`src/hw/rtl/sssd_pkg.sv`:
```
package sssd_pkg;

	// Default operand width
	localparam int DATA_WIDTH_DEF = 32;

	// Result status codes
	typedef enum logic [1:0] {
		ST_OK      = 2'd0,
		ST_SAT     = 2'd1,
		ST_DIVZERO = 2'd2
	} status_t;

	// Controller states
	typedef enum logic [1:0] {
		CTL_IDLE = 2'd0,
		CTL_CALC = 2'd1,
		CTL_DONE = 2'd2
	} ctl_state_t;

	// Controller to datapath commands
	typedef struct packed {
		logic load;    // capture operand magnitudes and signs
		logic step;    // one shift-and-subtract iteration
		logic finish;  // apply sign, saturate, load the result register
	} dp_cmd_t;

	// Datapath to controller status
	typedef struct packed {
		logic div_zero;  // captured divisor is zero
	} dp_stat_t;

endpackage

```
`src/hw/rtl/sssd_datapath.sv`:
```
module sssd_datapath
	import sssd_pkg::*;
#(
	parameter int DATA_WIDTH = DATA_WIDTH_DEF
) (
	input  logic                         clk,
	input  logic signed [DATA_WIDTH-1:0] dividend,
	input  logic signed [DATA_WIDTH-1:0] divisor,
	input  dp_cmd_t                      cmd,
	output dp_stat_t                     stat,
	output logic signed [DATA_WIDTH-1:0] quotient,
	output status_t                      status
);

	localparam logic [DATA_WIDTH-1:0] ONE     = DATA_WIDTH'(1);
	localparam logic [DATA_WIDTH-1:0] MAX_POS = {1'b0, {(DATA_WIDTH-1){1'b1}}};

	logic [DATA_WIDTH-1:0] acc_q;   // dividend bits shift out, quotient bits shift in
	logic [DATA_WIDTH-1:0] rem_q;
	logic [DATA_WIDTH-1:0] div_q;
	logic                  neg_q;
	logic                  zero_q;
	logic [DATA_WIDTH-1:0] quo_q;
	status_t               status_q;

	logic [DATA_WIDTH-1:0] a_mag;
	logic [DATA_WIDTH-1:0] b_mag;
	logic [DATA_WIDTH-1:0] shifted;
	logic [DATA_WIDTH:0]   diff;
	logic                  ge;

	always_comb begin
		a_mag = dividend[DATA_WIDTH-1] ? (~dividend) + ONE : dividend;
		b_mag = divisor[DATA_WIDTH-1] ? (~divisor) + ONE : divisor;
		// Remainder stays below the divisor, so its top bit is always clear.
		shifted = {rem_q[DATA_WIDTH-2:0], acc_q[DATA_WIDTH-1]};
		diff    = {1'b0, shifted} - {1'b0, div_q};
		ge      = ~diff[DATA_WIDTH];
	end

	always_ff @(posedge clk) begin
		if (cmd.load) begin
			acc_q  <= a_mag;
			rem_q  <= '0;
			div_q  <= b_mag;
			neg_q  <= dividend[DATA_WIDTH-1] ^ divisor[DATA_WIDTH-1];
			zero_q <= (divisor == '0);
		end else if (cmd.step) begin
			rem_q <= ge ? diff[DATA_WIDTH-1:0] : shifted;
			acc_q <= {acc_q[DATA_WIDTH-2:0], ge};
		end
	end

	// Sign and saturation; a set top bit means magnitude 2^(W-1), which
	// negates to itself and saturates only when the result is positive.
	always_ff @(posedge clk) begin
		if (cmd.finish) begin
			if (zero_q) begin
				quo_q    <= '0;
				status_q <= ST_DIVZERO;
			end else if (neg_q) begin
				quo_q    <= (~acc_q) + ONE;
				status_q <= ST_OK;
			end else if (acc_q[DATA_WIDTH-1]) begin
				quo_q    <= MAX_POS;
				status_q <= ST_SAT;
			end else begin
				quo_q    <= acc_q;
				status_q <= ST_OK;
			end
		end
	end

	assign stat.div_zero = zero_q;
	assign quotient      = $signed(quo_q);
	assign status        = status_q;

endmodule

```
`src/hw/rtl/sssd_ctrl.sv`:
```
module sssd_ctrl
	import sssd_pkg::*;
#(
	parameter int DATA_WIDTH = DATA_WIDTH_DEF
) (
	input  logic     clk,
	input  logic     arst_n,
	input  logic     s_tvalid,
	output logic     s_tready,
	output logic     m_tvalid,
	input  logic     m_tready,
	output dp_cmd_t  cmd,
	input  dp_stat_t stat
);

	localparam int CNT_W = $clog2(DATA_WIDTH);

	ctl_state_t       state_q;
	ctl_state_t       state_d;
	logic [CNT_W-1:0] cnt_q;
	logic [CNT_W-1:0] cnt_d;
	logic             out_valid_q;
	logic             out_valid_d;

	always_ff @(posedge clk or negedge arst_n) begin
		if (!arst_n) begin
			state_q     <= CTL_IDLE;
			cnt_q       <= '0;
			out_valid_q <= 1'b0;
		end else begin
			state_q     <= state_d;
			cnt_q       <= cnt_d;
			out_valid_q <= out_valid_d;
		end
	end

	always_comb begin
		state_d     = state_q;
		cnt_d       = cnt_q;
		out_valid_d = out_valid_q & ~m_tready;
		s_tready    = 1'b0;
		cmd         = '0;
		unique case (state_q)
			CTL_IDLE: begin
				s_tready = 1'b1;
				if (s_tvalid) begin
					cmd.load = 1'b1;
					cnt_d    = CNT_W'(DATA_WIDTH - 1);
					state_d  = CTL_CALC;
				end
			end
			CTL_CALC: begin
				// Skip the iterations when the divisor is zero.
				if (stat.div_zero) begin
					state_d = CTL_DONE;
				end else begin
					cmd.step = 1'b1;
					cnt_d    = cnt_q - CNT_W'(1);
					if (cnt_q == '0) begin
						state_d = CTL_DONE;
					end
				end
			end
			CTL_DONE: begin
				// Hold until the result register is free.
				if (!out_valid_q || m_tready) begin
					cmd.finish  = 1'b1;
					out_valid_d = 1'b1;
					state_d     = CTL_IDLE;
				end
			end
			default: begin
				state_d = CTL_IDLE;
			end
		endcase
	end

	assign m_tvalid = out_valid_q;

endmodule

```
`src/hw/rtl/signed_shift_subtract_divider_top.sv`:
```
// Channel | Dir | Signals                    | Item
// --------+-----+----------------------------+-------------------------------------------
// s_*     | in  | s_tvalid s_tready s_tdata  | dividend, divisor (signed, DATA_WIDTH each)
// m_*     | out | m_tvalid m_tready m_tdata  | quotient (signed DATA_WIDTH)
//         |     | m_tuser                    | status: 0 ok, 1 saturated, 2 divisor zero
//
// Each item first has its operand magnitudes captured, then runs one
// iteration per quotient bit in the shared shift-and-subtract unit, then
// has the sign applied and the result register filled.
// A zero divisor skips the iterations and goes on to fill the result register.
// One item is in flight at a time; the next one is taken while the result
// still waits in the output register. A stalled result holds the finish step.
// arst_n clears the controller and the result valid flag; data needs no reset.
module signed_shift_subtract_divider_top
	import sssd_pkg::*;
#(
	parameter int DATA_WIDTH = DATA_WIDTH_DEF
) (
	input  logic                                      clk,
	input  logic                                      arst_n,
	input  logic                                      s_tvalid,
	output logic                                      s_tready,
	// dividend [DATA_WIDTH-1:0], divisor [2*DATA_WIDTH-1:DATA_WIDTH], zero pad above
	input  logic [((2*DATA_WIDTH+7)/8)*8-1:0]         s_tdata,
	output logic                                      m_tvalid,
	input  logic                                      m_tready,
	// quotient [DATA_WIDTH-1:0], zero pad above
	output logic [((DATA_WIDTH+7)/8)*8-1:0]           m_tdata,
	// status [1:0]
	output logic [1:0]                                m_tuser
);

	localparam int M_TDATA_W = ((DATA_WIDTH + 7) / 8) * 8;

	dp_cmd_t                      cmd;
	dp_stat_t                     stat;
	logic signed [DATA_WIDTH-1:0] dividend;
	logic signed [DATA_WIDTH-1:0] divisor;
	logic signed [DATA_WIDTH-1:0] quotient;
	status_t                      status;

	// Unpack the operands; pad bits are dropped.
	assign dividend = $signed(s_tdata[DATA_WIDTH-1:0]);
	assign divisor  = $signed(s_tdata[2*DATA_WIDTH-1:DATA_WIDTH]);

	sssd_ctrl #(
		.DATA_WIDTH(DATA_WIDTH)
	) u_ctrl (
		.clk      (clk),
		.arst_n   (arst_n),
		.s_tvalid (s_tvalid),
		.s_tready (s_tready),
		.m_tvalid (m_tvalid),
		.m_tready (m_tready),
		.cmd      (cmd),
		.stat     (stat)
	);

	sssd_datapath #(
		.DATA_WIDTH(DATA_WIDTH)
	) u_datapath (
		.clk      (clk),
		.dividend (dividend),
		.divisor  (divisor),
		.cmd      (cmd),
		.stat     (stat),
		.quotient (quotient),
		.status   (status)
	);

	// Zero-extend the quotient to whole bytes.
	assign m_tdata = M_TDATA_W'($unsigned(quotient));
	assign m_tuser = status;

`ifndef ASSERT_OFF
	// One item at a time: after an accept, input is held off.
	a_single_item: assert property (@(posedge clk) disable iff (!arst_n)
		s_tvalid && s_tready |=> !s_tready)
		else $error("input accepted while an item is in flight");

	// A zero divisor always yields a zero quotient.
	a_divzero_zero: assert property (@(posedge clk) disable iff (!arst_n)
		m_tvalid && m_tuser == ST_DIVZERO |-> quotient == '0)
		else $error("nonzero quotient on zero divisor");

	// Saturation only ever produces the largest positive value.
	a_sat_max: assert property (@(posedge clk) disable iff (!arst_n)
		m_tvalid && m_tuser == ST_SAT |-> quotient == {1'b0, {(DATA_WIDTH-1){1'b1}}})
		else $error("saturated quotient is not the maximum");

	// Status code 3 is never produced.
	a_status_code: assert property (@(posedge clk) disable iff (!arst_n)
		m_tvalid |-> m_tuser != 2'd3)
		else $error("undefined status code");
`endif

endmodule
```
`config.mk`:
```
export PLATFORM = sky130hd
export DESIGN_NAME = signed_shift_subtract_divider_top
export DESIGN_NICKNAME = d
export VERILOG_FILES = /design/src/hw/rtl/sssd_pkg.sv /design/src/hw/rtl/sssd_datapath.sv /design/src/hw/rtl/sssd_ctrl.sv /design/src/hw/rtl/signed_shift_subtract_divider_top.sv
export SDC_FILE = /design/constraint.sdc
export NUM_CORES = 1
export LEC_CHECK = 0
export CORE_ASPECT_RATIO = 1.25
export CORE_MARGIN = 2
export CORE_UTILIZATION = 59
export DETAILED_ROUTE_END_ITERATION = 8
export DONT_BUFFER_PORTS = 1
export GPL_TIMING_DRIVEN = 0
export PLACE_DENSITY = 0.78
export SLEW_MARGIN = 25
export SYNTH_ARGS = -nofsm -noshare
export SYNTH_HDL_FRONTEND = slang
export SYNTH_SLANG_ARGS = --single-unit
export TNS_END_PERCENT = 100
```
`constraint.sdc`:
```
create_clock -name clk -period 3.2 [get_ports clk]
set_clock_uncertainty 0.2 [all_clocks]
set_input_delay 0.48 -clock clk [delete_from_list [all_inputs] [get_ports clk]]
set_output_delay 0.48 -clock clk [all_outputs]
set_load 0.1 [all_outputs]
```
Yosys cells after proc, flatten, opt, wreduce, memory -nomap -nowiden
Index checks and enable logic that the tools add are counted.
Storage, ports and cells
  register bits after elaboration: 139
  input port bits: 68
  output and inout bits: 36
  logic and storage cells: 66
Operators by class
  add/subtract/negate cells: 5
  multiplexer cells: 26
  bitwise logic cells: 7
  eq/ne operators: 6
  reductions and logical operators: 10
Operators by type and width (count)
  $mux 32: 4
  $add 32x1->32 const B: 3
  $not 32->32: 3
  $mux 31: 3
  $sub 32x32->33: 1
  $logic_not 32->1: 1
  $mux 1: 10
  $mux 2: 5
  $mux 5: 2
  $pmux 5 s2: 1
  $pmux 2 s3: 1
  $reduce_and 3->1: 2
  $logic_not 5->1: 1
  $sub 5x1->5 const B: 1
  $ne 2x2->1 const B: 2
  $reduce_bool 2->1: 2
  $ne 3x1->1 const B: 1
  $eq 2x1->1 const B: 1
  $eq 2x2->1 const B: 1
  $logic_not 2->1: 1
  $ne 2x1->1 const B: 1
  $not 1->1: 2
  $reduce_or 2->1: 1
  $and 1x1->1: 1
  3 further kinds: 3

Logic depth before layout (Yosys ltp)
  word-level depth: 4
  depth in mapped cells: 14
  gate-level depth less buffers: 12

Cells and area by module
Synthesis repeated with hierarchy kept, for this count alone.
Second synthesis, totals
  cells, all modules: 1003
  area total of the unflattened synthesis: 9076.2 µm²
By module, submodules not included
  sssd_datapath: sequential area each 3623.5 µm², cells each 962, times used 1, area an instance 8643.3 µm²
  sssd_ctrl: sequential area each 200.2 µm², cells each 41, times used 1, area an instance 432.9 µm²

Worst setup path after synthesis
No wires, ideal clock.
  kind: reg-to-reg
  from: reg u_ctrl.state_q[1]
  to: reg u_datapath.acc_q[0] (enable)
  buffers on the path: 0
  cell stages (with the launch flop): 6
  data arrival time: 3.721 ns
  clock period less this slack: 4.308 ns
  required time: 2.613 ns
  library setup time: 0.387 ns
  setup slack: -1.108 ns
  path through: dfrtp_1 nor2_1 nand2_1 inv_1 nor2_1 inv_1
RTL lines
  from (decl): line sssd_ctrl.sv:18  | ctl_state_t state_q;
  from (signal assigned): line sssd_ctrl.sv:31  | state_q <= state_d;
  to (signal assigned): line sssd_datapath.sv:43  | acc_q <= a_mag;
  to (signal assigned): line sssd_datapath.sv:50  | acc_q <= {acc_q[DATA_WIDTH-2:0], ge};
  to (decl): line sssd_datapath.sv:18  | logic [DATA_WIDTH-1:0] acc_q;

Worst setup path in the final report
  from: reg u_datapath.acc_q[31]
  to: reg u_datapath.rem_q[20]
Between the ends
  cells in the longest elaborated chain, start to end: 2
RTL lines
  $sub 32x32->33: line sssd_datapath.sv:37  | diff = {1'b0, shifted} - {1'b0, div_q};
  $mux 31: line sssd_datapath.sv:49  | rem_q <= ge ? diff[DATA_WIDTH-1:0] : shifted;
  to (signal assigned): line sssd_datapath.sv:49
  to (decl): line sssd_datapath.sv:19  | logic [DATA_WIDTH-1:0] rem_q;
Every way passes these cells.
A chain may end at the register's enable or synchronous reset.

==> impl_metrics.toml <==
[run_status]
status = "finished, violations left"
failed_checks = "setup timing"

[setup_path]
path_class = "reg2reg"
cp_common_cell = "o2111ai_4"
path_buf_inv = 2
crit_chain = "inv_4 > ha_4 > fa_2 > nor2b_4 > o2111ai_4 > a21oi_4 > o2111ai_4 > a31oi_4 > o2111ai_4 > and2_4 > clkbuf_8 > a32oi_1 > o31ai_1"
crit_slowest_cell = "edfxtp_1"
max_stage_delay_ns = 0.45
cp.required_ns = 3.30
cp.arrival_ns = 3.39
cp-start-kind = "flop"
crit_fanout = 10
cp_top_family = "compound AO/OA/AOI/OAI gates"
setup.worst_path.end_class = "flop"

[die]
fp.dieH_um = 142
core_region_area_um2 = 14900
start_util = 0.600
num_rows = 50
die_area_um2 = 16100
ios = 104
die_x_um = 114

[synthesis]
netlist_instances = 977
synthTopCellsByArea = "edfxtp_1 34%, dfxtp_1 6.9%, ha_1 5.2%, xnor2_1 4.9%, nand2_1 4.8%"
synth_seq_cells = 139
yosysTopAreaCellShare = 0.336
synth_area_um2 = 8930
synthArstFlopShare = 0.0576
ys_types = 66
yosysSeqAreaShare = 0.428
synth_flop_cell = "edfxtp_1"
synth-edff-count = 100
syn_area_per_cell_um2 = 9.14
yosys.area.top_type = "edfxtp_1"
yosys_warnings = 0
synth_fp_nets = 1083

[timing]
period_needed_ns = 3.29
slew_viol_final = 0
post-route-period-util = 1.03
slew_headroom = 0.351
fmax_mhz = 304
whs_ns = 0.0457
finalSetupViolCount = 24
rsz0062_at_grt = "yes"
finalHoldViolCount = 0
fin_ws_ns = -0.0943
worstMarginPinSlew_ns = 0.968

[global_route]
grt-ovfl-total = 0
antenna_found_initial = 0
first_global_vias = 7359
grt_pass1_wl_mm = 35.3
grt_usage = 0.278
grt_start_max_net_pins = 34

[power_and_ir_drop]
swShare = 0.418
p_sw_w = 0.00365
combPwrFrac = 0.296
ir_drop_v = 0.000315
power_frac_clock = 0.256
p_per_area_nw_per_um2 = 845
power.internal_w = 0.00508
power.leakage_nw = 3.89
power_frac_seq = 0.448

[clock_network]
h-tree-depth = 4
clk_path_buf_depth = 2
cts.reportedPaths.clkPinSlew_ns = 0.06
cts_buffers = 17
clk_latency_ns = 0.43
root_buffer = "clkbuf_16"
clock-sinks = 139
cts_tree = "yes"

[drt]
num_vias = 7617
postRouteAntennaNets = 0
drc = 0
avgRoutedWirePerCell_um = 18.4
viasPerCell = 6.26
routed_wl_mm = 22.4
dr.pass1.iters = 8
drtIter0Drc = 725

[finish]
fin_cells = 1217
area_growth_pct = 15.7
drive_gt1_frac = 0.125
fin_nets = 1128
n_antenna_cell = 0
fill_cells = 1173
final_common_cell = "nand2_1"
fin_util = 0.694
layout_common_cells = "111 x nand2_1, 100 x edfxtp_1, 72 x nor2_1, 72 x o21ai_0, 55 x a21oi_1"

[placement]
portBuffers = 0
dp_slack_ns = -0.739
gp_congestion = 0.920
dp.cells = 1160
dpl.hpwl_mm = 16.3

[job]
timing.max_cap.violations = 0

[min_path]
min-delay-path-class = "in2reg"
[final timing paths]
kind,from,endpoint,slack (ns),cells after the start
setup / recovery,u_datapath.acc_q[31]$_DFFE_PP_,u_datapath.rem_q[20]$_SDFFE_PP0P_,-0.09,13
hold / removal,s_tdata[45],u_datapath.div_q[13]$_DFFE_PP_,0.05,1
setup reg to reg,u_datapath.acc_q[31]$_DFFE_PP_,u_datapath.rem_q[20]$_SDFFE_PP0P_,-0.09,13
hold reg to reg,u_datapath.rem_q[30]$_SDFFE_PP0P_,u_datapath.rem_q[30]$_SDFFE_PP0P_,0.30,2
max in group asynchronous,arst_n,u_ctrl.cnt_q[3]$_DFFE_PN0P_,2.34,1
min in group asynchronous,arst_n,u_ctrl.m_tvalid$_DFF_PN0_,0.20,1
[flip-flops by register name, indices dropped and copies added (netlist names)]
register,flops
u_datapath.rem_q,31
u_ctrl.state_q,2
u_ctrl.cnt_q,5
u_datapath.status,2
u_datapath.div_q,32
u_datapath.neg_q,1
u_datapath.quotient,32
u_datapath.stat,1
u_datapath.acc_q,32
u_ctrl.m_tvalid,1
[routing by layer]
layer  share of wire  wire length (um)  global-route usage
met1            0.37              8410               0.307
met2            0.51             11500               0.494
met3           0.062              1390              0.0517
met4           0.050              1120               0.168
met5               0                 0                   0
[layout make-up]
cell class	instances	area, um^2	share of cell area
multi-input cells	736	4970	0.481
flip-flops and latches	139	3820	0.370
clock buffers	17	425	0.0412
clock inverters	15	245	0.0237
well taps	182	228	0.0220
plain buffers	49	220	0.0213
repair buffers	25	209	0.0202
inverters	53	208	0.0201
repair inverters	1	5.00	0.000484
[cell usage after synthesis (all sizes together), types with 10 or more instances]
library cell,instances
a21o,10
a21oi,60
a311oi,18
a32oi,12
clkbuf,45
dfxtp,31
edfxtp,100
ha,37
inv,53
nand2,114
nand2b,11
nand3,36
nor2,76
nor3,25
o21ai,86
o31ai,21
or3,19
or4,17
xnor2,50
xor2,37
[cells by family (layout without fill, tap and decap cells)]
logic type	Yosys count	after routing	synth area share
simple gates	338	338	0.186
flops	139	139	0.428
xor+xnor	87	87	0.0853
fa+ha+maj	38	38	0.0541
compound gates	267	267	0.197
buf+inv	102	160	0.0436
mux	6	6	0.00686
[metrics by stage]
stage / instance area (um^2) / total power [W] / setup TNS [ns]
floorplan: 9000 / 0.00553 / -0.478
global placement: 9230 / 0.00609 / -54.61
detailed placement: 9250 / 0.00617 / -29.85
CTS: 10100 / 0.00853 / 0
global route: 10300 / 0.00913 / -4.10
finish: 10300 / 0.00873 / -1.59
[power by group through the flow]
| stage | Sequential, W | Combinational (W) | Clock, W |
|---|---|---|---|
| global placement | 0.00391 | 0.00218 | 0 |
| CTS | 0.00388 | 0.00241 | 0.00224 |
| finish | 0.00391 | 0.00258 | 0.00224 |
| global route | 0.00397 | 0.00285 | 0.00231 |
| floorplan | 0.00379 | 0.00174 | 0 |
| detailed placement | 0.00392 | 0.00225 | 0 |
[timing repair]
item,CTS,global route
cloned,1,0
endpoints found under the hold margin,9,0
gates resized for setup,25,34
buffers inserted,15,7
pin swaps,6,15
hold buffers,2,0
endpoints found under the setup margin,71,79
Note: power is estimated with default switching activity, not from simulation.
